$ cat config.mk
export PLATFORM = sky130hd
export DESIGN_NAME = led_strip_effect_pixel_color_flat
export DESIGN_NICKNAME = d
export VERILOG_FILES = /design/src/lsepc_pkg.sv /design/src/lsepc_req_if.sv /design/src/lsepc_rsp_if.sv /design/src/lsepc_div_slice.sv /design/src/lsepc_front.sv /design/src/lsepc_back.sv /design/src/led_strip_effect_pixel_color.sv /design/src/flat_wrapper.sv
export SDC_FILE = /design/constraint.sdc
export NUM_CORES = 1
export LEC_CHECK = 0
export BUFFER_PORTS_ARGS = -buffer_cell sky130_fd_sc_hd__buf_2
export CAP_MARGIN = 20
export CORE_MARGIN = 2
export CORE_UTILIZATION = 55
export CTS_CLUSTER_DIAMETER = 80
export DETAILED_ROUTE_END_ITERATION = 10
export PLACE_DENSITY = 0.75
export SYNTH_ARGS = -nofsm -noshare
export SYNTH_HDL_FRONTEND = slang
export SYNTH_SLANG_ARGS = --single-unit
$ cat constraint.sdc
create_clock -name clock -period 5.36 [get_ports clock]
set_input_delay 0.804 -clock clock [delete_from_list [all_inputs] [get_ports clock]]
set_output_delay 0.804 -clock clock [all_outputs]
set_load 0.005 [all_outputs]
$ cat src/lsepc_pkg.sv
// ----------------------------------------------------------------------------
// lsepc_pkg
// Shared types, constants and color helpers of the LED strip pixel color block.
// ----------------------------------------------------------------------------
package lsepc_pkg;

   localparam int PIX_W   = 6;
   localparam int STEP_W  = 8;
   localparam int PHASE_W = 2;
   localparam int MODE_W  = 3;
   localparam int CNT_W   = 7;
   localparam int CH_W    = 8;
   localparam int D_W     = 6;
   localparam int SLOPE_W = 6;
   localparam int PROD_W  = D_W + SLOPE_W;
   localparam int SUB_W   = PROD_W + 1;
   localparam int CSR_IDX_W  = 2;
   localparam int CSR_DATA_W = 8;

   localparam logic [CH_W-1:0]  WHEEL_SEG1   = 8'd85;
   localparam logic [CH_W-1:0]  WHEEL_SEG2   = 8'd170;
   localparam logic [CH_W-1:0]  CH_FULL      = 8'd255;
   localparam logic [8:0]       WHEEL_MOD    = 9'd255;
   localparam logic [CH_W-1:0]  METEOR_FLOOR = 8'd200;
   localparam logic [SUB_W-1:0] METEOR_DROP  = 13'd200;

   localparam logic [CSR_IDX_W-1:0] CSR_NUM_PIXELS = 2'd0;
   localparam logic [CSR_IDX_W-1:0] CSR_FILL_RED   = 2'd1;
   localparam logic [CSR_IDX_W-1:0] CSR_FILL_GREEN = 2'd2;
   localparam logic [CSR_IDX_W-1:0] CSR_FILL_BLUE  = 2'd3;

   typedef enum logic [MODE_W-1:0] {
      MODE_RAINBOW       = 3'd0,
      MODE_CYCLE         = 3'd1,
      MODE_CHASE         = 3'd2,
      MODE_CHASE_RAINBOW = 3'd3,
      MODE_METEOR        = 3'd4
   } mode_type;

   typedef struct packed {
      logic [CH_W-1:0] red;
      logic [CH_W-1:0] green;
      logic [CH_W-1:0] blue;
   } rgb_type;

   typedef struct packed {
      mode_type             mode;
      logic                 blank;
      logic                 chase_hit;
      logic                 on_trail;
      logic [STEP_W-1:0]    step;
      logic [CH_W-1:0]      pos;
      logic [D_W-1:0]       d;
      logic [SLOPE_W-1:0]   excess;
      logic [CNT_W-1:0]     rem;
      logic [CH_W-1:0]      quo;
      logic [CNT_W-1:0]     count;
   } stage_a_type;

   typedef struct packed {
      mode_type             mode;
      logic                 blank;
      logic                 chase_hit;
      logic                 on_trail;
      logic [STEP_W-1:0]    step;
      logic [CH_W-1:0]      pos;
      logic [D_W-1:0]       d;
      logic [SLOPE_W-1:0]   slope;
      logic [CNT_W-1:0]     rem;
      logic [CH_W-1:0]      quo;
      logic [CNT_W-1:0]     count;
   } stage_b_type;

   typedef struct packed {
      mode_type             mode;
      logic                 blank;
      logic                 chase_hit;
      logic                 on_trail;
      logic [CH_W-1:0]      pos;
      logic [SUB_W-1:0]     sub;
      logic [CNT_W-1:0]     rem;
      logic [CNT_W-1:0]     count;
   } stage_c_type;

   function automatic rgb_type wheel(input logic [CH_W-1:0] p);
      logic [CH_W-1:0] w;
      logic [CH_W-1:0] v;
      logic [8:0]      tv;
      logic [CH_W-1:0] t;
      rgb_type         c;
      w = ~p;
      if (w < WHEEL_SEG1) begin
         v = w;
      end else if (w < WHEEL_SEG2) begin
         v = w - WHEEL_SEG1;
      end else begin
         v = w - WHEEL_SEG2;
      end
      tv = {v, 1'b0} + {1'b0, v};
      t  = tv[CH_W-1:0];
      if (w < WHEEL_SEG1) begin
         c = '{red: CH_FULL - t, green: '0, blue: t};
      end else if (w < WHEEL_SEG2) begin
         c = '{red: '0, green: t, blue: CH_FULL - t};
      end else begin
         c = '{red: t, green: CH_FULL - t, blue: '0};
      end
      return c;
   endfunction

   function automatic logic [1:0] mod3(input logic [PIX_W-1:0] x);
      logic [1:0] r;
      logic [2:0] t;
      r = '0;
      for (int i = PIX_W - 1; i >= 0; i--) begin
         t = {r, x[i]};
         r = (t >= 3'd3) ? 2'(t - 3'd3) : t[1:0];
      end
      return r;
   endfunction

   function automatic logic [CH_W-1:0] trail_channel(input logic [CH_W-1:0] fill,
                                                      input logic [SUB_W-1:0] sub);
      logic [CH_W-1:0] res;
      if ({{(SUB_W-CH_W){1'b0}}, fill} > sub) begin
         res = fill - sub[CH_W-1:0];
      end else begin
         res = '0;
      end
      return res;
   endfunction

endpackage

$ cat src/lsepc_req_if.sv
// ----------------------------------------------------------------------------
// lsepc_req_if
// Request channel: one pixel word with valid/ready handshake.
// ----------------------------------------------------------------------------
interface lsepc_req_if
   import lsepc_pkg::*;
();
   logic               valid;
   logic               ready;
   logic [MODE_W-1:0]  mode;
   logic [STEP_W-1:0]  step;
   logic [PHASE_W-1:0] phase;
   logic [PIX_W-1:0]   pixel_index;

   modport source (output valid, mode, step, phase, pixel_index, input ready);
   modport sink   (input valid, mode, step, phase, pixel_index, output ready);
endinterface

$ cat src/lsepc_rsp_if.sv
// ----------------------------------------------------------------------------
// lsepc_rsp_if
// Response channel: one color word with valid/ready handshake.
// ----------------------------------------------------------------------------
interface lsepc_rsp_if
   import lsepc_pkg::*;
();
   logic            valid;
   logic            ready;
   logic [CH_W-1:0] out_red;
   logic [CH_W-1:0] out_green;
   logic [CH_W-1:0] out_blue;

   modport source (output valid, out_red, out_green, out_blue, input ready);
   modport sink   (input valid, out_red, out_green, out_blue, output ready);
endinterface

$ cat src/lsepc_div_slice.sv
// ----------------------------------------------------------------------------
// lsepc_div_slice
// STEPS restoring division steps of pixel*256/count, one quotient bit each.
// ----------------------------------------------------------------------------
module lsepc_div_slice
   import lsepc_pkg::*;
#(
   parameter int STEPS = 3
) (
   input  logic [CNT_W-1:0] rem_in,
   input  logic [CH_W-1:0]  quo_in,
   input  logic [CNT_W-1:0] count,
   output logic [CNT_W-1:0] rem_out,
   output logic [CH_W-1:0]  quo_out
);

   always_comb begin
      logic [CNT_W:0]   r2;
      logic [CNT_W-1:0] r;
      logic [CH_W-1:0]  q;
      r = rem_in;
      q = quo_in;
      for (int i = 0; i < STEPS; i++) begin
         r2 = {r, 1'b0};
         if (r2 >= {1'b0, count}) begin
            r2 = r2 - {1'b0, count};
            q  = {q[CH_W-2:0], 1'b1};
         end else begin
            q  = {q[CH_W-2:0], 1'b0};
         end
         r = r2[CNT_W-1:0];
      end
      rem_out = r;
      quo_out = q;
   end

endmodule

$ cat src/lsepc_front.sv
// ----------------------------------------------------------------------------
// lsepc_front
// First stage: decode, wheel positions, chase and trail tests, divider start.
// ----------------------------------------------------------------------------
module lsepc_front
   import lsepc_pkg::*;
#(
   parameter int TRAIL_LENGTH = 15
) (
   input  logic [MODE_W-1:0]  mode,
   input  logic [STEP_W-1:0]  step,
   input  logic [PHASE_W-1:0] phase,
   input  logic [PIX_W-1:0]   pixel_index,
   input  logic [CNT_W-1:0]   count,
   input  rgb_type            fill,
   output stage_a_type        a
);

   logic [8:0]       sum3;
   logic [8:0]       diff;
   logic [CH_W-1:0]  mx;
   logic [CNT_W-1:0] rem;
   logic [CH_W-1:0]  quo;

   lsepc_div_slice #(.STEPS(3)) u_div (
      .rem_in  ({1'b0, pixel_index}),
      .quo_in  ('0),
      .count   (count),
      .rem_out (rem),
      .quo_out (quo)
   );

   always_comb begin
      sum3 = {3'b0, pixel_index} - {7'b0, phase} + {1'b0, step};
      if (sum3 >= WHEEL_MOD) begin
         sum3 = sum3 - WHEEL_MOD;
      end
      diff = {1'b0, step} - {3'b0, pixel_index};
      mx = fill.red;
      if (fill.green > mx) mx = fill.green;
      if (fill.blue > mx) mx = fill.blue;

      a.mode      = mode_type'(mode);
      a.blank     = ({1'b0, pixel_index} >= count);
      a.chase_hit = ({2'b0, mod3(pixel_index)} == {2'b0, phase});
      a.on_trail  = !diff[8] && (32'(diff[7:0]) < TRAIL_LENGTH);
      a.step      = step;
      a.pos       = (mode_type'(mode) == MODE_CHASE_RAINBOW) ? sum3[CH_W-1:0]
                                                             : {2'b0, pixel_index} + step;
      a.d         = diff[D_W-1:0];
      a.excess    = (mx >= METEOR_FLOOR) ? SLOPE_W'(mx - METEOR_FLOOR) : '0;
      a.rem       = rem;
      a.quo       = quo;
      a.count     = count;
   end

endmodule

$ cat src/lsepc_back.sv
// ----------------------------------------------------------------------------
// lsepc_back
// Last stage: wheel colors, meteor trail fade and the per-mode color select.
// ----------------------------------------------------------------------------
module lsepc_back
   import lsepc_pkg::*;
(
   input  stage_c_type c,
   input  rgb_type     fill,
   output rgb_type     color
);

   rgb_type wc;
   rgb_type tc;

   always_comb begin
      wc = wheel(c.pos);
      tc.red   = trail_channel(fill.red, c.sub);
      tc.green = trail_channel(fill.green, c.sub);
      tc.blue  = trail_channel(fill.blue, c.sub);
      color = '0;
      case (c.mode)
         MODE_RAINBOW, MODE_CYCLE: color = wc;
         MODE_CHASE:               color = c.chase_hit ? fill : '0;
         MODE_CHASE_RAINBOW:       color = c.chase_hit ? wc : '0;
         MODE_METEOR:              color = c.on_trail ? tc : '0;
         default:                  color = '0;
      endcase
      if (c.blank) begin
         color = '0;
      end
   end

endmodule

$ cat src/led_strip_effect_pixel_color.sv
// ----------------------------------------------------------------------------
// led_strip_effect_pixel_color
// Four-stage pipeline giving the RGB color of one strip pixel per animation
// step for rainbow, rainbow cycle, theater chase, chase rainbow and meteor effects.
//
//   channel  dir  handshake        payload
//   req_ch   in   valid/ready      mode, step, phase, pixel_index
//   rsp_ch   out  valid/ready      out_red, out_green, out_blue
//   csr      in   csr_we           csr_index, csr_wdata
//
// one word per cycle sustained while rsp_ch.ready is high; rsp valid once the word has passed registers a, b, c, d
// the eight-bit rainbow cycle divide is split 3/3/2 bits over three stages
// each stage holds its word until the next frees up, bubbles close up
// reset clears valid bits and loads num_pixels 64, fill color black
// ----------------------------------------------------------------------------
module led_strip_effect_pixel_color
   import lsepc_pkg::*;
#(
   parameter int MAX_PIXELS   = 64,
   parameter int TRAIL_LENGTH = 15
) (
   input  logic                  clock,
   input  logic                  reset,
   lsepc_req_if.sink             req_ch,
   lsepc_rsp_if.source           rsp_ch,
   input  logic                  csr_we,
   input  logic [CSR_IDX_W-1:0]  csr_index,
   input  logic [CSR_DATA_W-1:0] csr_wdata
);

   // slope by reciprocal multiply, exact for excess below 64
   localparam int SLOPE_SHIFT = 13;
   localparam int SLOPE_RECIP = (2 ** SLOPE_SHIFT + TRAIL_LENGTH - 1) / TRAIL_LENGTH;
   localparam int SPROD_W     = SLOPE_SHIFT + 1 + SLOPE_W;

   logic [CNT_W-1:0] num_pixels_ff;
   rgb_type          fill_ff;
   logic [CNT_W-1:0] count;

   logic        va_ff, vb_ff, vc_ff, vd_ff;
   logic        rdy_a, rdy_b, rdy_c, rdy_d;
   stage_a_type a_in, a_ff;
   stage_b_type b_in, b_ff;
   stage_c_type c_in, c_ff;
   rgb_type     d_in, d_ff;
   logic [CNT_W-1:0] rem_b, rem_c;
   logic [CH_W-1:0]  quo_b, quo_c;

   // config registers
   always_ff @(posedge clock) begin
      if (reset) begin
         num_pixels_ff <= CNT_W'(64);
         fill_ff       <= '0;
      end else if (csr_we) begin
         unique case (csr_index)
            CSR_NUM_PIXELS: num_pixels_ff  <= csr_wdata[CNT_W-1:0];
            CSR_FILL_RED:   fill_ff.red    <= csr_wdata;
            CSR_FILL_GREEN: fill_ff.green  <= csr_wdata;
            CSR_FILL_BLUE:  fill_ff.blue   <= csr_wdata;
            default: ;
         endcase
      end
   end

   assign count = (32'(num_pixels_ff) > MAX_PIXELS) ? CNT_W'(MAX_PIXELS) : num_pixels_ff;

   // handshake chain
   assign rdy_d        = !vd_ff || rsp_ch.ready;
   assign rdy_c        = !vc_ff || rdy_d;
   assign rdy_b        = !vb_ff || rdy_c;
   assign rdy_a        = !va_ff || rdy_b;
   assign req_ch.ready = rdy_a;

   // stage a
   lsepc_front #(.TRAIL_LENGTH(TRAIL_LENGTH)) u_front (
      .mode        (req_ch.mode),
      .step        (req_ch.step),
      .phase       (req_ch.phase),
      .pixel_index (req_ch.pixel_index),
      .count       (count),
      .fill        (fill_ff),
      .a           (a_in)
   );

   // stage b: divide steps and slope
   lsepc_div_slice #(.STEPS(3)) u_div_b (
      .rem_in  (a_ff.rem),
      .quo_in  (a_ff.quo),
      .count   (a_ff.count),
      .rem_out (rem_b),
      .quo_out (quo_b)
   );

   always_comb begin
      logic [SPROD_W-1:0] sprod;
      sprod = SPROD_W'(a_ff.excess) * SPROD_W'(SLOPE_RECIP);
      b_in.mode      = a_ff.mode;
      b_in.blank     = a_ff.blank;
      b_in.chase_hit = a_ff.chase_hit;
      b_in.on_trail  = a_ff.on_trail;
      b_in.step      = a_ff.step;
      b_in.pos       = a_ff.pos;
      b_in.d         = a_ff.d;
      b_in.slope     = sprod[SLOPE_SHIFT +: SLOPE_W];
      b_in.rem       = rem_b;
      b_in.quo       = quo_b;
      b_in.count     = a_ff.count;
   end

   // stage c: last divide steps, wheel position, trail subtrahend
   lsepc_div_slice #(.STEPS(2)) u_div_c (
      .rem_in  (b_ff.rem),
      .quo_in  (b_ff.quo),
      .count   (b_ff.count),
      .rem_out (rem_c),
      .quo_out (quo_c)
   );

   always_comb begin
      logic [PROD_W-1:0] prod;
      prod = PROD_W'(b_ff.slope) * PROD_W'(b_ff.d);
      c_in.mode      = b_ff.mode;
      c_in.blank     = b_ff.blank;
      c_in.chase_hit = b_ff.chase_hit;
      c_in.on_trail  = b_ff.on_trail;
      c_in.pos       = (b_ff.mode == MODE_CYCLE) ? quo_c + b_ff.step : b_ff.pos;
      c_in.sub       = {1'b0, prod} + ((b_ff.d != '0) ? METEOR_DROP : '0);
      c_in.rem       = rem_c;
      c_in.count     = b_ff.count;
   end

   // stage d: color
   lsepc_back u_back (
      .c     (c_ff),
      .fill  (fill_ff),
      .color (d_in)
   );

   always_ff @(posedge clock) begin
      if (reset) begin
         va_ff <= 1'b0;
         vb_ff <= 1'b0;
         vc_ff <= 1'b0;
         vd_ff <= 1'b0;
      end else begin
         if (rdy_a) va_ff <= req_ch.valid;
         if (rdy_b) vb_ff <= va_ff;
         if (rdy_c) vc_ff <= vb_ff;
         if (rdy_d) vd_ff <= vc_ff;
      end
   end

   always_ff @(posedge clock) begin
      if (rdy_a) a_ff <= a_in;
      if (rdy_b) b_ff <= b_in;
      if (rdy_c) c_ff <= c_in;
      if (rdy_d) d_ff <= d_in;
   end

   assign rsp_ch.valid     = vd_ff;
   assign rsp_ch.out_red   = d_ff.red;
   assign rsp_ch.out_green = d_ff.green;
   assign rsp_ch.out_blue  = d_ff.blue;

   // divider remainder stays below the count for pixels on the strip
   a_rem_bound: assert property (@(posedge clock) disable iff (reset)
      (va_ff && !a_ff.blank) |-> (a_ff.rem < a_ff.count))
      else $error("divider remainder out of range in stage a");

   c_rem_bound: assert property (@(posedge clock) disable iff (reset)
      (vc_ff && !c_ff.blank) |-> (c_ff.rem < c_ff.count))
      else $error("divider remainder out of range in stage c");

   c_hold: assert property (@(posedge clock) disable iff (reset)
      (vc_ff && !rdy_d) |=> (vc_ff && $stable(c_ff)))
      else $error("stage c word changed while stalled");

   blank_black: assert property (@(posedge clock) disable iff (reset)
      (vc_ff && rdy_d && (c_ff.blank || (c_ff.mode == MODE_METEOR && !c_ff.on_trail)))
      |=> (d_ff == '0))
      else $error("off-strip or off-trail pixel not black");

endmodule

$ cat src/flat_wrapper.sv
// flat-port wrapper written by rule: the top's interface ports become plain ports
module led_strip_effect_pixel_color_flat import lsepc_pkg::*;
#(
   parameter int MAX_PIXELS   = 64,
   parameter int TRAIL_LENGTH = 15
)
  (clock, reset, csr_we, csr_index, csr_wdata, req_ch_valid, req_ch_mode, req_ch_step, req_ch_phase, req_ch_pixel_index, req_ch_ready, rsp_ch_valid, rsp_ch_out_red, rsp_ch_out_green, rsp_ch_out_blue, rsp_ch_ready);
  lsepc_req_if req_ch_i ();
  lsepc_rsp_if rsp_ch_i ();
  input  logic clock;
  input  logic reset;
  input  logic csr_we;
  input  logic [CSR_IDX_W-1:0] csr_index;
  input  logic [CSR_DATA_W-1:0] csr_wdata;
  input wire logic [$bits(req_ch_i.valid)-1:0] req_ch_valid;
  input wire logic [$bits(req_ch_i.mode)-1:0] req_ch_mode;
  input wire logic [$bits(req_ch_i.step)-1:0] req_ch_step;
  input wire logic [$bits(req_ch_i.phase)-1:0] req_ch_phase;
  input wire logic [$bits(req_ch_i.pixel_index)-1:0] req_ch_pixel_index;
  output wire logic [$bits(req_ch_i.ready)-1:0] req_ch_ready;
  output wire logic [$bits(rsp_ch_i.valid)-1:0] rsp_ch_valid;
  output wire logic [$bits(rsp_ch_i.out_red)-1:0] rsp_ch_out_red;
  output wire logic [$bits(rsp_ch_i.out_green)-1:0] rsp_ch_out_green;
  output wire logic [$bits(rsp_ch_i.out_blue)-1:0] rsp_ch_out_blue;
  input wire logic [$bits(rsp_ch_i.ready)-1:0] rsp_ch_ready;
  assign req_ch_i.valid = req_ch_valid;
  assign req_ch_i.mode = req_ch_mode;
  assign req_ch_i.step = req_ch_step;
  assign req_ch_i.phase = req_ch_phase;
  assign req_ch_i.pixel_index = req_ch_pixel_index;
  assign req_ch_ready = req_ch_i.ready;
  assign rsp_ch_valid = rsp_ch_i.valid;
  assign rsp_ch_out_red = rsp_ch_i.out_red;
  assign rsp_ch_out_green = rsp_ch_i.out_green;
  assign rsp_ch_out_blue = rsp_ch_i.out_blue;
  assign rsp_ch_i.ready = rsp_ch_ready;
  led_strip_effect_pixel_color #(.MAX_PIXELS(MAX_PIXELS), .TRAIL_LENGTH(TRAIL_LENGTH)) u_core (.clock(clock), .reset(reset), .req_ch(req_ch_i), .rsp_ch(rsp_ch_i), .csr_we(csr_we), .csr_index(csr_index), .csr_wdata(csr_wdata));
endmodule
==> impl_metrics.py <==
metrics = {
    "layout": {
        "fin_cells": 1938,
        "nets": 1837,
        "fillers": 2057,
        "antennaDiodeCount": 0,
        "synthToLayoutAreaGrowth_pct": 15.8,
        "drive_gt1_share_pct": 18.7,
        "utilization_pct": 65.1,
        "fin_area_sq_um": 16400,
    },
    "routing": {
        "vias": 11200,
        "drt-pass1-iter-count": 5,
        "route.detailed.drc": 0,
        "wl_per_cell_um": 17.6,
        "initialDrtViolationCount": 751,
        "drtAntennaViolNets": 0,
        "viasPerCell": 5.76,
        "routed_wl_um": 34100,
    },
    "yosys": {
        "yosys-top-cells-area": "edfxtp_1 (32%), ha_1 (17%), dfxtp_1 (4.9%)",
        "synth_top_area_share_pct": 31.8,
        "syn_area_per_cell_sq_um": 9.91,
        "synthCells": 1431,
        "yosys-top-cells-count": "ha_1 (189), edfxtp_1 (150), nor2_1 (139)",
        "synth_largest_area_cell": "edfxtp_1",
        "yosysUniqueCellTypes": 80,
        "yosysMostFrequentCell": "ha_1",
        "synth_edf_count": 150,
        "synth-seq-cells": 185,
        "synth_ff_type": "edfxtp_1",
        "ys_warn_count": 0,
        "synth_fp_nets": 1672,
        "synthesis.area_sq_um": 14200,
        "synth-seq-area-share_pct": 36.7,
        "ys_async_sr_fraction_pct": 0,
    },
    "timing": {
        "tightestPinTransition_ps": 1060,
        "slew-limit-headroom_pct": 29.4,
        "fmax_mhz": 188,
        "fin_worst_skew_ps": 9.94,
        "finalHoldViolCount": 0,
        "finalSetupViolCount": 0,
        "rsz0062_at_grt": "yes",
        "report.final.slew_viol_count": 0,
        "finalSetupTns_ps": 0,
        "min_period_over_period_pct": 99.1,
        "period_needed_ps": 5310,
    },
    "floorplan": {
        "fp.coreArea_sq_um": 25300,
        "die_width_um": 165,
        "die_h_um": 165,
        "io_pins": 60,
        "fp-row-count": 58,
        "die_area_sq_um": 27100,
        "initial_core_util_pct": 56.2,
    },
    "setup_path": {
        "crit_type": "reg -> reg",
        "crit_path_start_kind": "register",
        "critical_path.max_fanout": 7,
        "required_ps": 5550,
        "crit_arrival_ps": 5500,
        "crit_path_end_kind": "register",
    },
    "power_and_ir_drop": {
        "p_leak_nw": 7.58,
        "power_mw": 6.62,
        "powerDensity_nw_per_um2": 403,
        "max-vdd-ir-drop_uv": 418,
    },
    "placed_design": {
        "dp.cells": 1884,
        "io_buffers": 59,
        "place_area_sq_um": 15500,
        "hpwlAfterDp_um": 26200,
        "gp_congestion": 0.923,
    },
    "global_route": {
        "gr-total-overflow": 0,
        "grt_antenna_before_repair": 0,
        "grt_pass1_wl_um": 53800,
        "first_global_vias": 10600,
        "grt_max_degree": 53,
        "track_usage_pct": 25.5,
    },
    "clock_tree": {
        "clock_latency_ps": 440,
        "clkTransAtPathRegs_ps": 70,
        "root_buffer": "clkbuf_16",
        "h-tree-depth": 4,
        "cts_sinks": 185,
        "postCtsHoldBufs": 0,
        "cts_made_buffers": 17,
        "cts_buffer_depth": 2,
        "cts_tree": "built",
    },
    "run": {
        "drv_cap": 0,
    },
    "worst_hold_path": {
        "min_path_type": "reg -> reg",
    },
    "run_status": {
        "status": "complete, no violations",
    },
}
through the flow:
stage                     setup slack (ps)  hold WS (ps)
final                                 48.7           420
after global routing                  -199           419
after CTS                             1.51           421
after detailed placement              -385           405
after global placement                -203           401
after floorplan                       16.0           400
area by class of cell:
class	count	area [sq um]	share of cell area, %
sequential	185	5200	31.7
multi-input combinational	1088	8580	52.2
clock buffer	17	425	2.59
tap	330	413	2.51
timing repair buffer	178	1200	7.31
clock inverter	14	138	0.838
inverter	126	473	2.88
repair_timing:
action | in CTS | in global routing
gates resized for setup | 15 | 43
buffers inserted | 10 | 10
endpoints found under the setup margin | 13 | 20
pin swaps | 8 | 27
worst paths after layout:
kind | end | depth (start not counted) | slack [ps] | from
max | u_core.b_ff[16]$_DFFE_PP_ | 23 | 50 | u_core.a_ff[15]$_SDFFCE_PN0P_
min | u_core.b_ff[37]$_DFFE_PP_ | 0 | 420 | u_core.a_ff[37]$_DFFE_PP_
max reg2reg | u_core.b_ff[16]$_DFFE_PP_ | 23 | 50 | u_core.a_ff[15]$_SDFFCE_PN0P_
min reg2reg | u_core.b_ff[37]$_DFFE_PP_ | 0 | 420 | u_core.a_ff[37]$_DFFE_PP_
report_power, final:
part	total, mW	switching, mW	internal [mW]
logic	3.48	1.88	1.60
registers	1.92	0.112	1.81
clock network	1.22	0.573	0.649
critical path: stages (launching register included):
cell and delay (ps):
edfxtp_1 440, fa_2 380, a211o_1 320, a211o_1 310, a21boi_1 150, buf_4 200
a211oi_2 60, a21oi_2 150, inv_1 60, ha_2 200, or3_4 370, o211a_1 250
a311o_2 380, and2_1 180, ha_1 180, o21bai_1 210, a211oi_2 310, o21bai_2 140
a31oi_4 170, o211ai_1 180, buf_4 180, a21o_1 150, nand2_1 60, a31oi_1 40
logic make-up after synthesis:
family / share of synthesized area (%)
and+or+nand+nor: 12.0
xor gates and xnor gates: 5.43
buffers and inverters: 4.34
AOI/OAI and AO/OA: 16.9
muxes: 5.41
DFF: 36.7
adders and majority gates: 19.2
flip-flops by register name (all words and copies together) (netlist names):
name and flops:
u_core.c_ff 24, u_core.vb_ff 1, u_core.rsp_ch.valid 1, u_core.va_ff 1, u_core.num_pixels_ff 7, u_core.fill_ff 24
u_core.rsp_ch.out_blue 8, u_core.rsp_ch.out_green 8, u_core.rsp_ch.out_red 8, u_core.vc_ff 1, u_core.b_ff 51, u_core.a_ff 51
layout by cell type, fill, tap and decap left out, types with 16 or more instances in the layout:
cell       Yosys  routed
xnor2_1       53      53
nand2_1       89      87
ha_1         189     184
inv_1        125     119
o21ai_0       63      50
a21o_1        42      42
a21oi_1       98      90
nand2b_1      17      17
clkbuf_16      0      17
dfxtp_1       35      35
buf_2          4      59
nor2_1       139     138
mux2_2        21      21
xor2_1        35      35
nand3_1       16      16
fa_1          18      17
mux2i_1       53      52
edfxtp_1     150     150
buf_4          1     118
nor2b_1       20      20
routing by layer:
metal	vias up	GRT usage (%)	share of wire [%]	routed length (um)
li1	5524	-	-	-
met1	5240	32.7	43	14600
met2	326	43.9	49	16700
met3	75	3.62	4.8	1640
met4	0	9.64	3.6	1230
met5	-	0	0	0
Note: power is estimated with default switching activity, not from simulation.
